<file path="src/hdl/irig_b_frame_decoder_core_defines.svh">
// ----------------------------------------------------------------------------
// IRIG-B frame decoder assertion macros
// Shared property wrappers; clocked on clk, disabled during reset.
// ----------------------------------------------------------------------------
`ifndef IRIG_B_FRAME_DECODER_CORE_DEFINES_SVH
`define IRIG_B_FRAME_DECODER_CORE_DEFINES_SVH

// same-cycle implication
`define IRIGB_ASSERT_NOW(label, ante, cons, msg) \
    label: assert property (@(posedge clk) disable iff (!rst_n) (ante) |-> (cons)) \
        else $error(msg);

// next-cycle implication
`define IRIGB_ASSERT_NEXT(label, ante, cons, msg) \
    label: assert property (@(posedge clk) disable iff (!rst_n) (ante) |=> (cons)) \
        else $error(msg);

`endif

</file>
<file path="src/hdl/irigb_pkg.sv">
`timescale 1ns / 1ps
// ----------------------------------------------------------------------------
// IRIG-B frame decoder package
// Shared types, frame geometry and BCD weight tables.
// ----------------------------------------------------------------------------
package irigb_pkg;

    localparam int FRAME_LEN = 100;
    localparam int POS_W     = $clog2(FRAME_LEN);

    localparam logic [7:0] ZERO_BELOW_RST  = 8'd3;
    localparam logic [7:0] ONE_BELOW_RST   = 8'd6;
    localparam logic [7:0] MARKER_FROM_RST = 8'd7;
    localparam logic [7:0] MARKER_UPTO_RST = 8'd12;

    typedef enum logic [1:0] {
        SYM_ZERO = 2'd0,
        SYM_ONE  = 2'd1,
        SYM_MARK = 2'd2,
        SYM_NONE = 2'd3
    } sym_t;

    typedef enum logic [1:0] {
        REG_ZERO_BELOW  = 2'd0,
        REG_ONE_BELOW   = 2'd1,
        REG_MARKER_FROM = 2'd2,
        REG_MARKER_UPTO = 2'd3
    } cfg_reg_t;

    typedef enum logic [2:0] {
        FLD_NONE,
        FLD_SEC,
        FLD_MIN,
        FLD_HOUR,
        FLD_DAY,
        FLD_YEAR
    } field_t;

    typedef enum logic [1:0] {
        SC_IDLE,
        SC_RUN,
        SC_DRAIN,
        SC_DONE
    } scan_state_t;

    typedef enum logic {
        TS_IDLE,
        TS_SCAN
    } top_state_t;

    typedef struct packed {
        field_t     field;
        logic [7:0] value;
    } weight_t;

    typedef struct packed {
        logic             en;
        logic [POS_W-1:0] addr;
    } rd_req_t;

    typedef struct packed {
        logic             en;
        logic [POS_W-1:0] addr;
        sym_t             sym;
    } wr_req_t;

    typedef struct packed {
        logic       frame_ok;
        logic [7:0] sec;
        logic [7:0] min;
        logic [7:0] hour;
        logic [8:0] day;
        logic [7:0] year;
    } result_t;

    localparam logic [7:0] BCD2_W [9] = '{
        8'd1, 8'd2, 8'd4, 8'd8, 8'd0, 8'd10, 8'd20, 8'd40, 8'd80
    };

    localparam logic [7:0] BCD3_W [14] = '{
        8'd1, 8'd2, 8'd4, 8'd8, 8'd0, 8'd10, 8'd20, 8'd40, 8'd80,
        8'd0, 8'd100, 8'd200, 8'd0, 8'd0
    };

    // Field and weight that a one bit at a frame position contributes.
    function automatic weight_t pos_weight(input logic [POS_W-1:0] pos);
        weight_t          w;
        logic [POS_W-1:0] off;
        w.field = FLD_NONE;
        w.value = 8'd0;
        off     = '0;
        if (pos >= POS_W'(1) && pos <= POS_W'(9)) begin
            off     = pos - POS_W'(1);
            w.field = FLD_SEC;
            w.value = BCD2_W[off[3:0]];
        end else if (pos >= POS_W'(10) && pos <= POS_W'(18)) begin
            off     = pos - POS_W'(10);
            w.field = FLD_MIN;
            w.value = BCD2_W[off[3:0]];
        end else if (pos >= POS_W'(20) && pos <= POS_W'(28)) begin
            off     = pos - POS_W'(20);
            w.field = FLD_HOUR;
            w.value = BCD2_W[off[3:0]];
        end else if (pos >= POS_W'(30) && pos <= POS_W'(43)) begin
            off     = pos - POS_W'(30);
            w.field = FLD_DAY;
            w.value = BCD3_W[off[3:0]];
        end else if (pos >= POS_W'(50) && pos <= POS_W'(58)) begin
            off     = pos - POS_W'(50);
            w.field = FLD_YEAR;
            w.value = BCD2_W[off[3:0]];
        end
        return w;
    endfunction

endpackage

</file>
<file path="src/hdl/irigb_store.sv">
`timescale 1ns / 1ps
// ----------------------------------------------------------------------------
// IRIG-B symbol store
// One-entry-per-position symbol memory, one write and one registered read
// port. Entries never written since reset read back as zero symbols.
// ----------------------------------------------------------------------------
module irigb_store
    import irigb_pkg::*;
(
    input  logic    clk,
    input  logic    rst_n,
    input  wr_req_t wr,
    input  rd_req_t rd,
    output sym_t    rd_sym
);

    logic [1:0]           mem [FRAME_LEN];
    logic [FRAME_LEN-1:0] vld_reg;
    logic [1:0]           rd_data_reg;
    logic                 rd_vld_reg;

    always_ff @(posedge clk)
    begin
        if (wr.en)
        begin
            mem[wr.addr] <= wr.sym;
        end
    end

    always_ff @(posedge clk or negedge rst_n)
    begin
        if (!rst_n)
        begin
            vld_reg <= '0;
        end
        else if (wr.en)
        begin
            vld_reg[wr.addr] <= 1'b1;
        end
    end

    always_ff @(posedge clk)
    begin
        if (rd.en)
        begin
            rd_data_reg <= mem[rd.addr];
            rd_vld_reg  <= vld_reg[rd.addr];
        end
    end

    assign rd_sym = rd_vld_reg ? sym_t'(rd_data_reg) : SYM_ZERO;

endmodule

</file>
<file path="src/hdl/irigb_scan.sv">
`timescale 1ns / 1ps
// ----------------------------------------------------------------------------
// IRIG-B frame scanner
// Walks the stored frame one position per cycle, checks the position
// markers and accumulates the BCD-weighted time fields.
// ----------------------------------------------------------------------------
module irigb_scan
    import irigb_pkg::*;
(
    input  logic    clk,
    input  logic    rst_n,
    input  logic    start,
    input  logic    ack,
    output rd_req_t rd,
    input  sym_t    rd_sym,
    output logic    done,
    output result_t result
);

    scan_state_t      state_reg, state_next;
    logic [POS_W-1:0] pos_reg, pos_next;
    logic [3:0]       digit_reg, digit_next;
    logic             tag_vld_reg, tag_vld_next;
    logic [POS_W-1:0] tag_pos_reg, tag_pos_next;
    logic             tag_chk_reg, tag_chk_next;
    logic             ok_reg, ok_next;
    logic [7:0]       sec_reg, sec_next;
    logic [7:0]       min_reg, min_next;
    logic [7:0]       hour_reg, hour_next;
    logic [8:0]       day_reg, day_next;
    logic [7:0]       year_reg, year_next;
    weight_t          wt;
    logic             add_one;

    always_ff @(posedge clk or negedge rst_n)
    begin
        if (!rst_n)
        begin
            state_reg   <= SC_IDLE;
            tag_vld_reg <= 1'b0;
        end
        else
        begin
            state_reg   <= state_next;
            tag_vld_reg <= tag_vld_next;
        end
    end

    always_ff @(posedge clk)
    begin
        pos_reg     <= pos_next;
        digit_reg   <= digit_next;
        tag_pos_reg <= tag_pos_next;
        tag_chk_reg <= tag_chk_next;
        ok_reg      <= ok_next;
        sec_reg     <= sec_next;
        min_reg     <= min_next;
        hour_reg    <= hour_next;
        day_reg     <= day_next;
        year_reg    <= year_next;
    end

    assign wt      = pos_weight(tag_pos_reg);
    assign add_one = tag_vld_reg && (rd_sym == SYM_ONE);

    always_comb
    begin
        state_next   = state_reg;
        pos_next     = pos_reg;
        digit_next   = digit_reg;
        tag_vld_next = 1'b0;
        tag_pos_next = tag_pos_reg;
        tag_chk_next = tag_chk_reg;
        ok_next      = ok_reg;
        sec_next     = sec_reg;
        min_next     = min_reg;
        hour_next    = hour_reg;
        day_next     = day_reg;
        year_next    = year_reg;
        rd.en        = 1'b0;
        rd.addr      = pos_reg;

        // data from the read issued last cycle
        if (tag_vld_reg && tag_chk_reg && rd_sym != SYM_MARK)
        begin
            ok_next = 1'b0;
        end
        if (add_one)
        begin
            case (wt.field)
                FLD_SEC:  sec_next  = sec_reg + wt.value;
                FLD_MIN:  min_next  = min_reg + wt.value;
                FLD_HOUR: hour_next = hour_reg + wt.value;
                FLD_DAY:  day_next  = day_reg + {1'b0, wt.value};
                FLD_YEAR: year_next = year_reg + wt.value;
                default:  ;
            endcase
        end

        case (state_reg)
            SC_IDLE:
            begin
                if (start)
                begin
                    pos_next   = '0;
                    digit_next = 4'd0;
                    ok_next    = 1'b1;
                    sec_next   = 8'd0;
                    min_next   = 8'd0;
                    hour_next  = 8'd0;
                    day_next   = 9'd0;
                    year_next  = 8'd0;
                    state_next = SC_RUN;
                end
            end
            SC_RUN:
            begin
                rd.en        = 1'b1;
                tag_vld_next = 1'b1;
                tag_pos_next = pos_reg;
                // markers sit at position 0 and every position ending in 9
                tag_chk_next = (pos_reg == '0) || (digit_reg == 4'd9);
                pos_next     = pos_reg + POS_W'(1);
                digit_next   = (digit_reg == 4'd9) ? 4'd0 : digit_reg + 4'd1;
                if (pos_reg == POS_W'(FRAME_LEN - 1))
                begin
                    state_next = SC_DRAIN;
                end
            end
            SC_DRAIN:
            begin
                state_next = SC_DONE;
            end
            SC_DONE:
            begin
                if (ack)
                begin
                    state_next = SC_IDLE;
                end
            end
            default:
            begin
                state_next = SC_IDLE;
            end
        endcase
    end

    assign done            = (state_reg == SC_DONE);
    assign result.frame_ok = ok_reg;
    assign result.sec      = sec_reg;
    assign result.min      = min_reg;
    assign result.hour     = hour_reg;
    assign result.day      = day_reg + 9'd1;
    assign result.year     = year_reg;

endmodule

</file>
<file path="src/hdl/irig_b_frame_decoder_core.sv">
`timescale 1ns / 1ps
// ----------------------------------------------------------------------------
// IRIG-B frame decoder core
// Classifies pulse widths into symbols, captures frames between double
// markers and reports the decoded time of each completed frame.
// ----------------------------------------------------------------------------
// Input channel: in_valid / in_stall carry one pulse width (ms) per item.
// Output channel: out_valid / out_stall carry one decoded frame per item,
// produced only when a double marker closes a captured frame.
// Config: cfg_we writes cfg_data[7:0] to threshold register cfg_index.
// Write only while the block is idle; the block itself does not enforce it.
// Items that do not close a frame are taken without stalling. An item that
// closes a frame starts a walk over the symbol memory, one position per
// cycle through its single read port, and the result is loaded into the
// output register when the walk is done and that register is free.
// in_stall is high for that whole walk.
// Reset clears the capture state; the symbol store reads as all zero
// symbols via per-entry valid bits, so no clearing pass is needed.
// A stalled output holds its item; a finished walk waits for the output
// register to free up, and the input stays stalled meanwhile.
// ----------------------------------------------------------------------------
`include "irig_b_frame_decoder_core_defines.svh"

module irig_b_frame_decoder_core
    import irigb_pkg::*;
(
    input  logic       clk,
    input  logic       rst_n,
    input  logic       cfg_we,
    input  logic [1:0] cfg_index,
    input  logic [7:0] cfg_data,
    input  logic       in_valid,
    output logic       in_stall,
    input  logic [7:0] pulse_width_ms,
    output logic       out_valid,
    input  logic       out_stall,
    output logic       frame_valid,
    output logic [7:0] seconds,
    output logic [7:0] minutes,
    output logic [7:0] hours,
    output logic [8:0] day_number,
    output logic [7:0] year_digits
);

    logic [7:0]       zero_below_reg, one_below_reg, marker_from_reg, marker_upto_reg;
    top_state_t       state_reg, state_next;
    logic [POS_W-1:0] wp_reg, wp_next;
    sym_t             last_reg, last_next;
    logic             cap_reg, cap_next;
    logic             out_valid_reg, out_valid_next;
    result_t          res_reg;

    sym_t             sym;
    logic             keep;
    logic             accept;
    logic             dbl;
    logic             scan_start;
    logic             scan_done;
    logic             res_load;
    logic [POS_W-1:0] wp_eff;
    wr_req_t          wr;
    rd_req_t          rd;
    sym_t             rd_sym;
    result_t          scan_res;

    irigb_store u_store (
        .clk    (clk),
        .rst_n  (rst_n),
        .wr     (wr),
        .rd     (rd),
        .rd_sym (rd_sym)
    );

    irigb_scan u_scan (
        .clk    (clk),
        .rst_n  (rst_n),
        .start  (scan_start),
        .ack    (res_load),
        .rd     (rd),
        .rd_sym (rd_sym),
        .done   (scan_done),
        .result (scan_res)
    );

    always_ff @(posedge clk or negedge rst_n)
    begin
        if (!rst_n)
        begin
            zero_below_reg  <= ZERO_BELOW_RST;
            one_below_reg   <= ONE_BELOW_RST;
            marker_from_reg <= MARKER_FROM_RST;
            marker_upto_reg <= MARKER_UPTO_RST;
        end
        else if (cfg_we)
        begin
            case (cfg_reg_t'(cfg_index))
                REG_ZERO_BELOW:  zero_below_reg  <= cfg_data;
                REG_ONE_BELOW:   one_below_reg   <= cfg_data;
                REG_MARKER_FROM: marker_from_reg <= cfg_data;
                REG_MARKER_UPTO: marker_upto_reg <= cfg_data;
                default:         ;
            endcase
        end
    end

    // marker test overrides the zero/one tests, even with crossed thresholds
    always_comb
    begin
        if (pulse_width_ms < zero_below_reg)
        begin
            sym = SYM_ZERO;
        end
        else if (pulse_width_ms < one_below_reg)
        begin
            sym = SYM_ONE;
        end
        else
        begin
            sym = SYM_NONE;
        end
        if (pulse_width_ms >= marker_from_reg)
        begin
            sym = SYM_MARK;
        end
    end

    assign keep     = (sym != SYM_NONE) && (pulse_width_ms <= marker_upto_reg);
    assign in_stall = (state_reg != TS_IDLE);
    assign accept   = in_valid && !in_stall;
    assign dbl      = (sym == SYM_MARK) && (last_reg == SYM_MARK);
    assign wp_eff   = dbl ? '0 : wp_reg;
    assign res_load = scan_done && (!out_valid_reg || !out_stall);

    always_ff @(posedge clk or negedge rst_n)
    begin
        if (!rst_n)
        begin
            state_reg     <= TS_IDLE;
            wp_reg        <= '0;
            last_reg      <= SYM_ZERO;
            cap_reg       <= 1'b0;
            out_valid_reg <= 1'b0;
        end
        else
        begin
            state_reg     <= state_next;
            wp_reg        <= wp_next;
            last_reg      <= last_next;
            cap_reg       <= cap_next;
            out_valid_reg <= out_valid_next;
        end
    end

    always_ff @(posedge clk)
    begin
        if (res_load)
        begin
            res_reg <= scan_res;
        end
    end

    always_comb
    begin
        state_next     = state_reg;
        wp_next        = wp_reg;
        last_next      = last_reg;
        cap_next       = cap_reg;
        scan_start     = 1'b0;
        wr.en          = 1'b0;
        wr.addr        = wp_eff;
        wr.sym         = sym;
        out_valid_next = out_valid_reg && out_stall;
        if (res_load)
        begin
            out_valid_next = 1'b1;
        end

        case (state_reg)
            TS_IDLE:
            begin
                if (accept && keep)
                begin
                    last_next = sym;
                    if (dbl && cap_reg)
                    begin
                        // decode first; the closing marker is stored afterwards
                        scan_start = 1'b1;
                        state_next = TS_SCAN;
                    end
                    else if (dbl || cap_reg)
                    begin
                        cap_next = 1'b1;
                        wr.en    = 1'b1;
                        wp_next  = (wp_eff == POS_W'(FRAME_LEN - 1)) ? '0
                                                                      : wp_eff + POS_W'(1);
                    end
                end
            end
            TS_SCAN:
            begin
                if (res_load)
                begin
                    wr.en      = 1'b1;
                    wr.addr    = '0;
                    wr.sym     = SYM_MARK;
                    wp_next    = POS_W'(1);
                    state_next = TS_IDLE;
                end
            end
            default:
            begin
                state_next = TS_IDLE;
            end
        endcase
    end

    assign out_valid   = out_valid_reg;
    assign frame_valid = res_reg.frame_ok;
    assign seconds     = res_reg.sec;
    assign minutes     = res_reg.min;
    assign hours       = res_reg.hour;
    assign day_number  = res_reg.day;
    assign year_digits = res_reg.year;

    `IRIGB_ASSERT_NOW(a_wp_range, 1'b1, wp_reg < POS_W'(FRAME_LEN), "write position out of range")
    `IRIGB_ASSERT_NOW(a_start_capt, scan_start, cap_reg && last_reg == SYM_MARK, "scan without capture")
    `IRIGB_ASSERT_NEXT(a_load_out, res_load, out_valid && state_reg == TS_IDLE, "result not presented")
    `IRIGB_ASSERT_NOW(a_scan_wr, state_reg == TS_SCAN && wr.en, res_load, "store write during scan")

endmodule

</file>
<file path="config.mk">
export PLATFORM = sky130hd
export DESIGN_NAME = irig_b_frame_decoder_core
export DESIGN_NICKNAME = d
export VERILOG_FILES = /design/src/hdl/irigb_pkg.sv /design/src/hdl/irigb_store.sv /design/src/hdl/irigb_scan.sv /design/src/hdl/irig_b_frame_decoder_core.sv
export VERILOG_INCLUDE_DIRS = /design/src /design/src/hdl
export SDC_FILE = /design/constraint.sdc
export NUM_CORES = 1
export LEC_CHECK = 0
export ABC_AREA = 1
export BUFFER_PORTS_ARGS = -buffer_cell sky130_fd_sc_hd__buf_2
export CAP_MARGIN = 30
export CORE_UTILIZATION = 40
export CTS_CLUSTER_SIZE = 25
export DETAILED_ROUTE_END_ITERATION = 7
export HOLD_SLACK_MARGIN = 0.12
export MAX_ROUTING_LAYER = met4
export PLACE_DENSITY = 0.57
export SLEW_MARGIN = 40
export SYNTH_ARGS = -nofsm -noshare
export SYNTH_HDL_FRONTEND = slang
export SYNTH_HIERARCHICAL = 1
export SYNTH_SLANG_ARGS = --single-unit
</file>
<file path="constraint.sdc">
create_clock -name clk -period 8.05 [get_ports clk]
set_clock_uncertainty 0.15 [all_clocks]
set_input_delay 1.61 -clock clk [delete_from_list [all_inputs] [get_ports clk]]
set_output_delay 1.61 -clock clk [all_outputs]
set_load 0.03 [all_outputs]
</file>
==> results of run 1 <==
-- layer usage --
metal,vias up,track usage [%]
li1,7963,-
met1,7786,27.2
met2,426,31.9
met3,95,3.74
met4,0,5.71
met5,-,-
-- per-stage QoR --
stage	hold WS [ns]	setup slack, ns
floorplan	0.270	2.53
global route	0.311	3.09
CTS	0.302	3.41
global placement	0.286	2.97
finish	0.294	3.34
detailed placement	0.280	2.79
-- cell usage after synthesis, types with 18 or more instances --
| master | instances |
|---|---|
| nand2_1 | 600 |
| nand3_1 | 279 |
| edfxtp_1 | 264 |
| nor2_1 | 233 |
| inv_1 | 189 |
| dfrtp_1 | 138 |
| o21ai_0 | 98 |
| or2_2 | 94 |
| a21oi_1 | 89 |
| ha_1 | 85 |
| buf_2 | 46 |
| dfxtp_1 | 42 |
| clkbuf_1 | 27 |
| xor2_1 | 20 |
| nor3_1 | 18 |
-- path summary, 6_finish.rpt --
kind	end	depth (start not counted)
max in group asynchronous	u_store/vld_reg[36]	2
min in group asynchronous	u_store/vld_reg[73]	1
worst max-delay path	u_store/mem[43][0]	12
worst max register to register	u_scan/day_reg[6]	22
worst min register to register	frame_valid	0
worst min-delay path	frame_valid	0
-- worst max-delay path, delay by kind of cell --
kind                     cells  cell delay (ns)
adder cells (fa/ha/maj)      1             0.31
buffers and inverters        3             0.46
AO/OA/AOI/OAI                1             0.21
AND/OR/NAND/NOR              7             2.20
-- cells by family (layout without fill, tap and decap cells) --
logic type / Yosys count / after routing
AO/OA/AOI/OAI: 232 / 232
XOR/XNOR: 33 / 33
adder cells (fa/ha/maj): 90 / 90
buffers and inverters: 288 / 379
flip-flops: 453 / 453
AND/OR/NAND/NOR: 1268 / 1268
-- layout make-up --
class | instances | area [um^2] | share of cell area (%)
sequential | 453 | 12500 | 50.7
multi-input combinational | 1623 | 8350 | 34.0
clock buffer | 60 | 1310 | 5.32
tap | 696 | 871 | 3.54
inverter | 202 | 768 | 3.12
timing repair buffer | 85 | 494 | 2.01
clock inverter | 32 | 339 | 1.38
-- report_power, final --
part           internal, uW  switching (uW)
combinational           833            1950
sequential             2880             207
clock                  1330             960
total                  5040            3110
==> flow_summary_export.csv, run 1 <==
group,metric,value,unit
status,status,"complete, no violations",
grt,grt_pass1_wl,87.5,mm
power_and_ir_drop,ir_drop,158,uV
finish,fillers,5156,
placed_design,post-dp-hpwl,35.0,mm
yosys,synth_edf_count,264,
finish,final_cell_mix,"594 x nand2_1, 279 x nand3_1, 264 x edfxtp_1",
finish,nets,2527,
power_and_ir_drop,p_leak,0.0109,uW
setup_path,critPathLaunch,"pulse_width_ms[7]",
floorplan,die_w,236,um
power_and_ir_drop,p_total,8160,uW
cts,cts-resized-gates,0,
setup_path,cp-start-kind,"input pin",
detailed_routing,wl_met3,3.53,mm
floorplan,io-pin-count,67,
yosys,yosysSeqAreaShare,56.7,%
yosys,synth-seq-cells,453,
setup_path,required,8.17,ns
detailed_routing,wl_met1,24.9,mm
sta,period_share,58.5,%
finish,largest_reg_flops,200,
placed_design,dpl_cell_area,0.0229,mm^2
finish,final_util,45.5,%
sta,slew_headroom,44.9,%
power_and_ir_drop,power_density,332,mW/mm^2
setup_path,rrSetupSlack,3.50,ns
cts,post-cts-setup-buffers,0,
grt,grt_pass1_vias,16000,
cts,clockBufferDepth,3,
sta,min_period,4.71,ns
sta,max_freq,212,MHz
cts,cts_hold_buffers,0,
sta,drv_slew,0,
floorplan,start_util,40.7,%
placed_design,dp_cells,3059,
sta,finalSetupTns,0,ns
setup_path,cp_slowest_cell,"nor3_1",
yosys,synthSimpleGateAreaFrac,25.5,%
yosys,yosys-top-cells-area,"edfxtp_1 36%, dfrtp_1 16%, nand2_1 10%",
job,cap_violations,0,
grt,grt_max_degree,101,
detailed_routing,routed_wl,55.0,mm
cts,clk_pin_slew,0.06,ns
grt,globalRouteTotalUtil,20.4,%
min_path,min_path_type,"flip-flop to flip-flop",
finish,layout_commonest_cell,"nand2_1",
cts,htreeDepth,2,
yosys,synth_top_family_by_area,"simple AND/OR/NAND/NOR gates",
yosys,syn_nets,2477,
setup_path,cp.arrival,4.83,ns
sta,rsz0062_at_grt,"no",
grt,antenna_found_initial,0,
yosys,synth_top_area_cell,"edfxtp_1",
setup_path,max_stage_delay,0.57,ns
finish,stdcell_area,0.0246,mm^2
detailed_routing,dr.pass1.iters,5,
detailed_routing,routed.top_layer,"met4",
setup_path,critical_path_class,"input pin to flip-flop",
yosys,synth_fa_ha_area_share,5.30,%
floorplan,die_y,236,um
min_path,min_from,"u_scan/ok_reg",
floorplan,core_area,0.0540,mm^2
yosys,syn_avg_cell_area,9.29,um^2
yosys,synth_compound_area_share,5.67,%
placed_design,place.gp.congestion,0.876,
finish,n_antenna_cell,0,
detailed_routing,vias_per_cell,5.16,
sta,tightest_slew,0.826,ns
yosys,async_flop_share,32.5,%
detailed_routing,wl_met2,25.2,mm
detailed_routing,drc_errors,0,
placed_design,portBuffers,66,
finish,layout.cells.non_filler,3151,
setup_path,path_max_fanout,14,
finish,area_growth,12.0,%
detailed_routing,drtAntennaViolNets,0,
yosys,yosys_warnings,6,
sta,setup_viol,0,
yosys,synth.mux.area_fraction,0,%
yosys,synth_xor_area_share,1.32,%
detailed_routing,drt_iter0_drc,1238,
sta,final_hold_viol_count,0,
floorplan,rows,85,
yosys,synthDistinctLibCells,55,
setup_path,critPathCaptureType,"flip-flop",
cts,clockRootBuffer,"clkbuf_16",
finish,drive_gt1_share,13.0,%
yosys,ys.flop_type,"edfxtp_1",
yosys,netlist_instances,2364,
cts,insertion_delay,0.61,ns
cts,cts.sinks,453,
detailed_routing,wire_per_inst,17.5,um
setup_path,regToRegStartpoint,"u_scan/tag_pos_reg[2]",
setup_path,path_cells,"buf_2, ha_1, a21o_1, nor2_4, nand3_2, nand2_4, inv_1, nor3_1, inv_1, nor3_1, nand2_1, nor2_1",
yosys,netlist_area,0.0220,mm^2
floorplan,dieArea,0.0559,mm^2
cts,cts_buffers,49,
grt,grt-ovfl-total,0,
detailed_routing,via_count,16300,
yosys,synth_top_area_share,36.1,%
cts,cts_tree,"yes",
Power figures use the tool's default switching activity.
==> run 2, diff against run 1 <==
clock period = 4.6 ns   (was 8.05 ns; I/O delays follow)
==> flow_summary_export.csv, run 2 (synthesis results as in run 1) <==
group,metric,value,unit
sta,drv_slew,0,
power_and_ir_drop,power_density,583,mW/mm^2
cts,insertion_delay,0.62,ns
detailed_routing,wire_per_inst,17.3,um
grt,antenna_found_initial,0,
setup_path,path_max_fanout,9,
min_path,min_path_type,"input pin to async pin",
cts,clockBufferDepth,3,
grt,grt_pass1_wl,87.4,mm
floorplan,die_y,236,um
power_and_ir_drop,switching_share,37.7,%
finish,nets,2541,
grt,grt_max_degree,161,
cts,clockRootBuffer,"clkbuf_16",
floorplan,core_area,0.0540,mm^2
power_and_ir_drop,power.share.sequential,37.5,%
detailed_routing,wl_met2,24.8,mm
detailed_routing,via_count,16300,
cts,cts_tree,"yes",
power_and_ir_drop,clockPowerShare,28.3,%
setup_path,rrSetupSlack,0.54,ns
job,cap_violations,0,
power_and_ir_drop,internal_power,8980,uW
placed_design,place.gp.congestion,0.855,
detailed_routing,wl_met3,3.05,mm
detailed_routing,routed.top_layer,"met4",
detailed_routing,dr.pass1.iters,6,
placed_design,portBuffers,66,
cts,cts-resized-gates,0,
finish,final_cell_mix,"599 x nand2_1, 279 x nand3_1, 264 x edfxtp_1",
placed_design,post-place-ws,0.404,ns
grt,grt-ovfl-total,0,
finish,fillers,5156,
status,status,"complete, no violations",
grt,grt_pass1_vias,16100,
floorplan,start_util,40.7,%
detailed_routing,vias_per_cell,5.15,
finish,area_growth,12.7,%
setup_path,required,4.94,ns
finish,drive_gt1_share,13.1,%
setup_path,path_cells,"inv_1, ha_1, inv_1, nor2_1, nand2_1, nand3_2, o31ai_1, nor2_1, inv_1, o21ai_0, buf_4, ha_1, inv_1, fa_1, o21ai_0, nand2_1, nand2_1, nand2_1, nand2_1, xor2_1, nand2_1, nand2_1, nor2_1",
cts,cts_buffers,50,
detailed_routing,drt_iter0_drc,1366,
cts,cts_hold_buffers,0,
sta,rsz0062_at_grt,"no",
setup_path,cp_slowest_cell,"edfxtp_1",
setup_path,cp-start-kind,"flip-flop",
setup_path,critical_path_class,"flip-flop to flip-flop",
floorplan,io-pin-count,67,
power_and_ir_drop,p_leak,0.0110,uW
grt,globalRouteTotalUtil,20.4,%
detailed_routing,drtAntennaViolNets,0,
finish,n_antenna_cell,0,
power_and_ir_drop,ir_drop,350,uV
setup_path,cp.arrival,4.41,ns
placed_design,dp_cells,3072,
sta,final_hold_viol_count,0,
finish,largest_reg_flops,200,
cts,post-cts-setup-buffers,0,
sta,worst_slack,0.536,ns
sta,tightest_slew,0.776,ns
detailed_routing,drc_errors,0,
setup_path,path_delay_family,"simple AND/OR/NAND/NOR gates",
detailed_routing,routed_wl,54.9,mm
sta,period_share,88.3,%
cts,clk_pin_slew,0.06,ns
setup_path,worst_path_most_repeated_cell,"nand2_1",
floorplan,rows,85,
sta,max_freq,246,MHz
sta,min_period,4.06,ns
floorplan,dieArea,0.0559,mm^2
placed_design,post-dp-hpwl,34.9,mm
floorplan,die_w,236,um
cts,htreeDepth,2,
setup_path,max_stage_delay,0.52,ns
finish,layout_commonest_cell,"nand2_1",
sta,slew_headroom,48.3,%
detailed_routing,wl_met1,25.8,mm
power_and_ir_drop,comb_power_share,34.2,%
sta,setup_viol,0,
cts,cts.sinks,453,
setup_path,critPathCaptureType,"flip-flop",
setup_path,crit_buf_inv,5,
power_and_ir_drop,power.switching,5440,uW
finish,layout.cells.non_filler,3165,
==> run 2: final cells by class <==
| cell class | count | area, um^2 | area share [%] |
|---|---|---|---|
| flip-flops and latches | 453 | 12500 | 50.3 |
| multi-input cells | 1623 | 8330 | 33.6 |
| clock buffers | 70 | 1410 | 5.68 |
| well taps | 696 | 871 | 3.52 |
| inverters | 202 | 766 | 3.09 |
| repair buffers | 98 | 642 | 2.59 |
| clock inverters | 23 | 285 | 1.15 |
==> run 2: worst paths after layout <==
check                                 startpoint             endpoint  cells after the start
max                        u_scan/tag_pos_reg[2]    u_scan/day_reg[6]                     23
min                                        rst_n  u_store/vld_reg[76]                      1
max reg2reg                u_scan/tag_pos_reg[2]    u_scan/day_reg[6]                     23
min reg2reg                        u_scan/ok_reg          frame_valid                      0
max in group asynchronous                  rst_n  u_store/vld_reg[86]                      2
min in group clk                   u_scan/ok_reg          frame_valid                      0
==> run 2: power groups by stage <==
stage                     Combinational (uW)  Clock, uW  Sequential, uW
after global placement                  4870          0            5480
after floorplan                         3330          0            5580
after global routing                    5510       4340            5460
after detailed placement                4900          0            5480
final                                   4930       4090            5400
after CTS                               4920       4190            5410
==> run 2: per-stage QoR <==
stage          hold WS [ns]  util, %  instance area [um^2]  TNS [ns]  power [uW]
2_1_floorplan         0.270        -                 22000     -1.15        8910
3_3_place_gp          0.276     42.7                 23100         0       10300
3_5_place_dp          0.279     42.7                 23100         0       10400
4_1_cts               0.232     45.8                 24800         0       14500
5_1_grt               0.254     45.8                 24800         0       15300
6_report              0.217     45.8                 24800         0       14400
==> run 2: routing by layer <==
metal	vias to the layer above	track usage, %
met3	78	3.37
met2	422	31.6
met5	-	-
met1	7828	27.7
met4	0	5.57
li1	7985	-
==> run 3, diff against run 2 <==
==> constraint.sdc (replaced) <==
create_clock -name clk -period 4.6 [get_ports clk]
set_clock_uncertainty 0.15 [all_clocks]
set_input_delay 0.46 -clock clk [delete_from_list [all_inputs] [get_ports clk]]
set_output_delay 0.46 -clock clk [all_outputs]
set_load 0.03 [all_outputs]
==> flow_summary_export.csv, run 3 (synthesis results as in run 1) <==
group,metric,value,unit
status,status,"complete, no violations",
cts,cts_buffers,51,
setup_path,critPathLaunch,"u_scan/tag_pos_reg[1]",
grt,met2_usage,32.0,%
finish,final_util,46.0,%
finish,layout_commonest_cell,"nand2_1",
placed_design,dp_cells,3072,
floorplan,die_w,236,um
finish,final_cell_mix,"599 x nand2_1, 279 x nand3_1, 264 x edfxtp_1",
sta,setup_viol,0,
floorplan,core_area,0.0540,mm^2
detailed_routing,drt_iter0_drc,1330,
setup_path,critPathCaptureType,"flip-flop",
placed_design,post-place-ws,0.425,ns
setup_path,rrSetupSlack,0.58,ns
sta,slew_headroom,45.5,%
floorplan,rows,85,
detailed_routing,vias_per_cell,5.16,
cts,clockBufferDepth,3,
detailed_routing,drc_errors,0,
setup_path,path_max_fanout,7,
min_path,min_path_type,"input pin to flip-flop",
sta,min_period,4.02,ns
finish,largest_reg_flops,200,
grt,grt-ovfl-total,0,
floorplan,die_y,236,um
finish,nets,2552,
sta,finalSetupTns,0,ns
sta,period_share,87.4,%
detailed_routing,wire_per_inst,17.1,um
cts,htreeDepth,2,
sta,tightest_slew,0.817,ns
grt,globalRouteTotalUtil,20.4,%
sta,rsz0062_at_grt,"no",
finish,layout.cells.non_filler,3177,
power_and_ir_drop,power_density,579,mW/mm^2
grt,grt.busiest_layer,"met2",
finish,drive_gt1_share,13.0,%
min_path,min_from,"in_valid",
placed_design,place.gp.congestion,0.847,
finish,area_growth,13.3,%
grt,grt_pass1_wl,87.7,mm
grt,met1_usage,27.5,%
detailed_routing,via_count,16400,
cts,clk_pin_slew,0.06,ns
cts,cts.sinks,453,
floorplan,dieArea,0.0559,mm^2
sta,worst_slack,0.582,ns
placed_design,post-dp-hpwl,34.8,mm
sta,max_freq,249,MHz
detailed_routing,drtAntennaViolNets,0,
detailed_routing,dr.pass1.iters,5,
finish,n_antenna_cell,0,
sta,drv_slew,0,
setup_path,cp-start-kind,"flip-flop",
grt,grt_pass1_vias,16200,
grt,grtUsageMet3,2.56,%
cts,post-cts-setup-buffers,0,
grt,antenna_found_initial,0,
setup_path,cp.arrival,4.37,ns
cts,cts_tree,"yes",
setup_path,regToRegStartpoint,"u_scan/tag_pos_reg[1]",
floorplan,io-pin-count,67,
cts,insertion_delay,0.63,ns
job,cap_violations,0,
setup_path,required,4.95,ns
detailed_routing,routed_wl,54.4,mm
floorplan,start_util,40.7,%
cts,clockRootBuffer,"clkbuf_16",
placed_design,portBuffers,66,
power_and_ir_drop,ir_drop,367,uV
power_and_ir_drop,p_leak,0.0110,uW
sta,final_hold_viol_count,0,
setup_path,critical_path_class,"flip-flop to flip-flop",
grt,grt_max_degree,161,
==> run 3: changes by cell type in the layout (fill, tap and decap cells not counted), sizes merged <==
cell,change
buf,+1
bufinv,-1
dlygate4sd3,+10
clkinvlp,+1
clkinv,+2
clkbuf,+1
inv,-2
==> run 3: layer usage <==
| metal | up-vias | wire length (um) |
|---|---|---|
| li1 | 8009 | - |
| met1 | 7911 | 25200 |
| met2 | 365 | 25500 |
| met3 | 100 | 2360 |
| met4 | 0 | 1360 |
| met5 | - | 0 |
==> run 3: layout make-up <==
cell class | count | area [um^2]
Fill cell | 5155 | 29100
Sequential cell | 453 | 12500
Multi-Input combinational cell | 1623 | 8330
Clock buffer | 72 | 1440
Tap cell | 696 | 871
Inverter | 202 | 767
Timing Repair Buffer | 108 | 763
Clock inverter | 23 | 249
==> run 3: critical path: stages, from the launching register on <==
cell,delay (ns)
edfxtp_1,0.53
inv_2,0.16
ha_1,0.18
inv_1,0.07
nor2_1,0.16
nand2_1,0.09
nand3_2,0.14
o31ai_1,0.11
nor2_1,0.20
inv_1,0.08
o21ai_2,0.38
ha_1,0.25
inv_1,0.06
fa_1,0.41
o21ai_0,0.36
nand2_1,0.09
nand2_1,0.08
nand2_1,0.05
nand2_1,0.07
xor2_1,0.14
nand2_1,0.06
nand2_1,0.06
nor2_1,0.04
==> run 3: through the flow <==
step / total power [uW] / hold slack [ns] / cell area, um^2
2_1_floorplan: 8920 / 0.0144 / 22000
3_3_place_gp: 10300 / 0.285 / 23100
3_5_place_dp: 10400 / 0.226 / 23100
4_1_cts: 14500 / 0.133 / 24900
5_1_grt: 15300 / 0.147 / 24900
6_report: 14400 / 0.143 / 24900
==> run 3: where the power goes <==
| part | leakage, uW | switching, uW | internal (uW) |
|---|---|---|---|
| Sequential | 0.00466 | 349 | 5040 |
| Clock | 0.000820 | 1660 | 2400 |
| Combinational | 0.00557 | 3410 | 1540 |
==> run 3: path summary, 6_finish.rpt <==
| path | endpoint | depth (start not counted) |
|---|---|---|
| worst max-delay path | u_scan/day_reg[6] | 22 |
| worst min register to register | frame_valid | 0 |
| min in group asynchronous | one_below_reg[3] | 2 |
| worst min-delay path | cap_reg | 5 |
| worst max register to register | u_scan/day_reg[6] | 22 |
| max in group asynchronous | u_store/vld_reg[39] | 3 |
==> run 3: timing repair <==
action / in CTS / in global routing
setup endpoints to repair: 0 / 2
endpoints found under the hold margin: 176 / 0
gates resized for setup: 0 / 1
hold buffers: 10 / 0
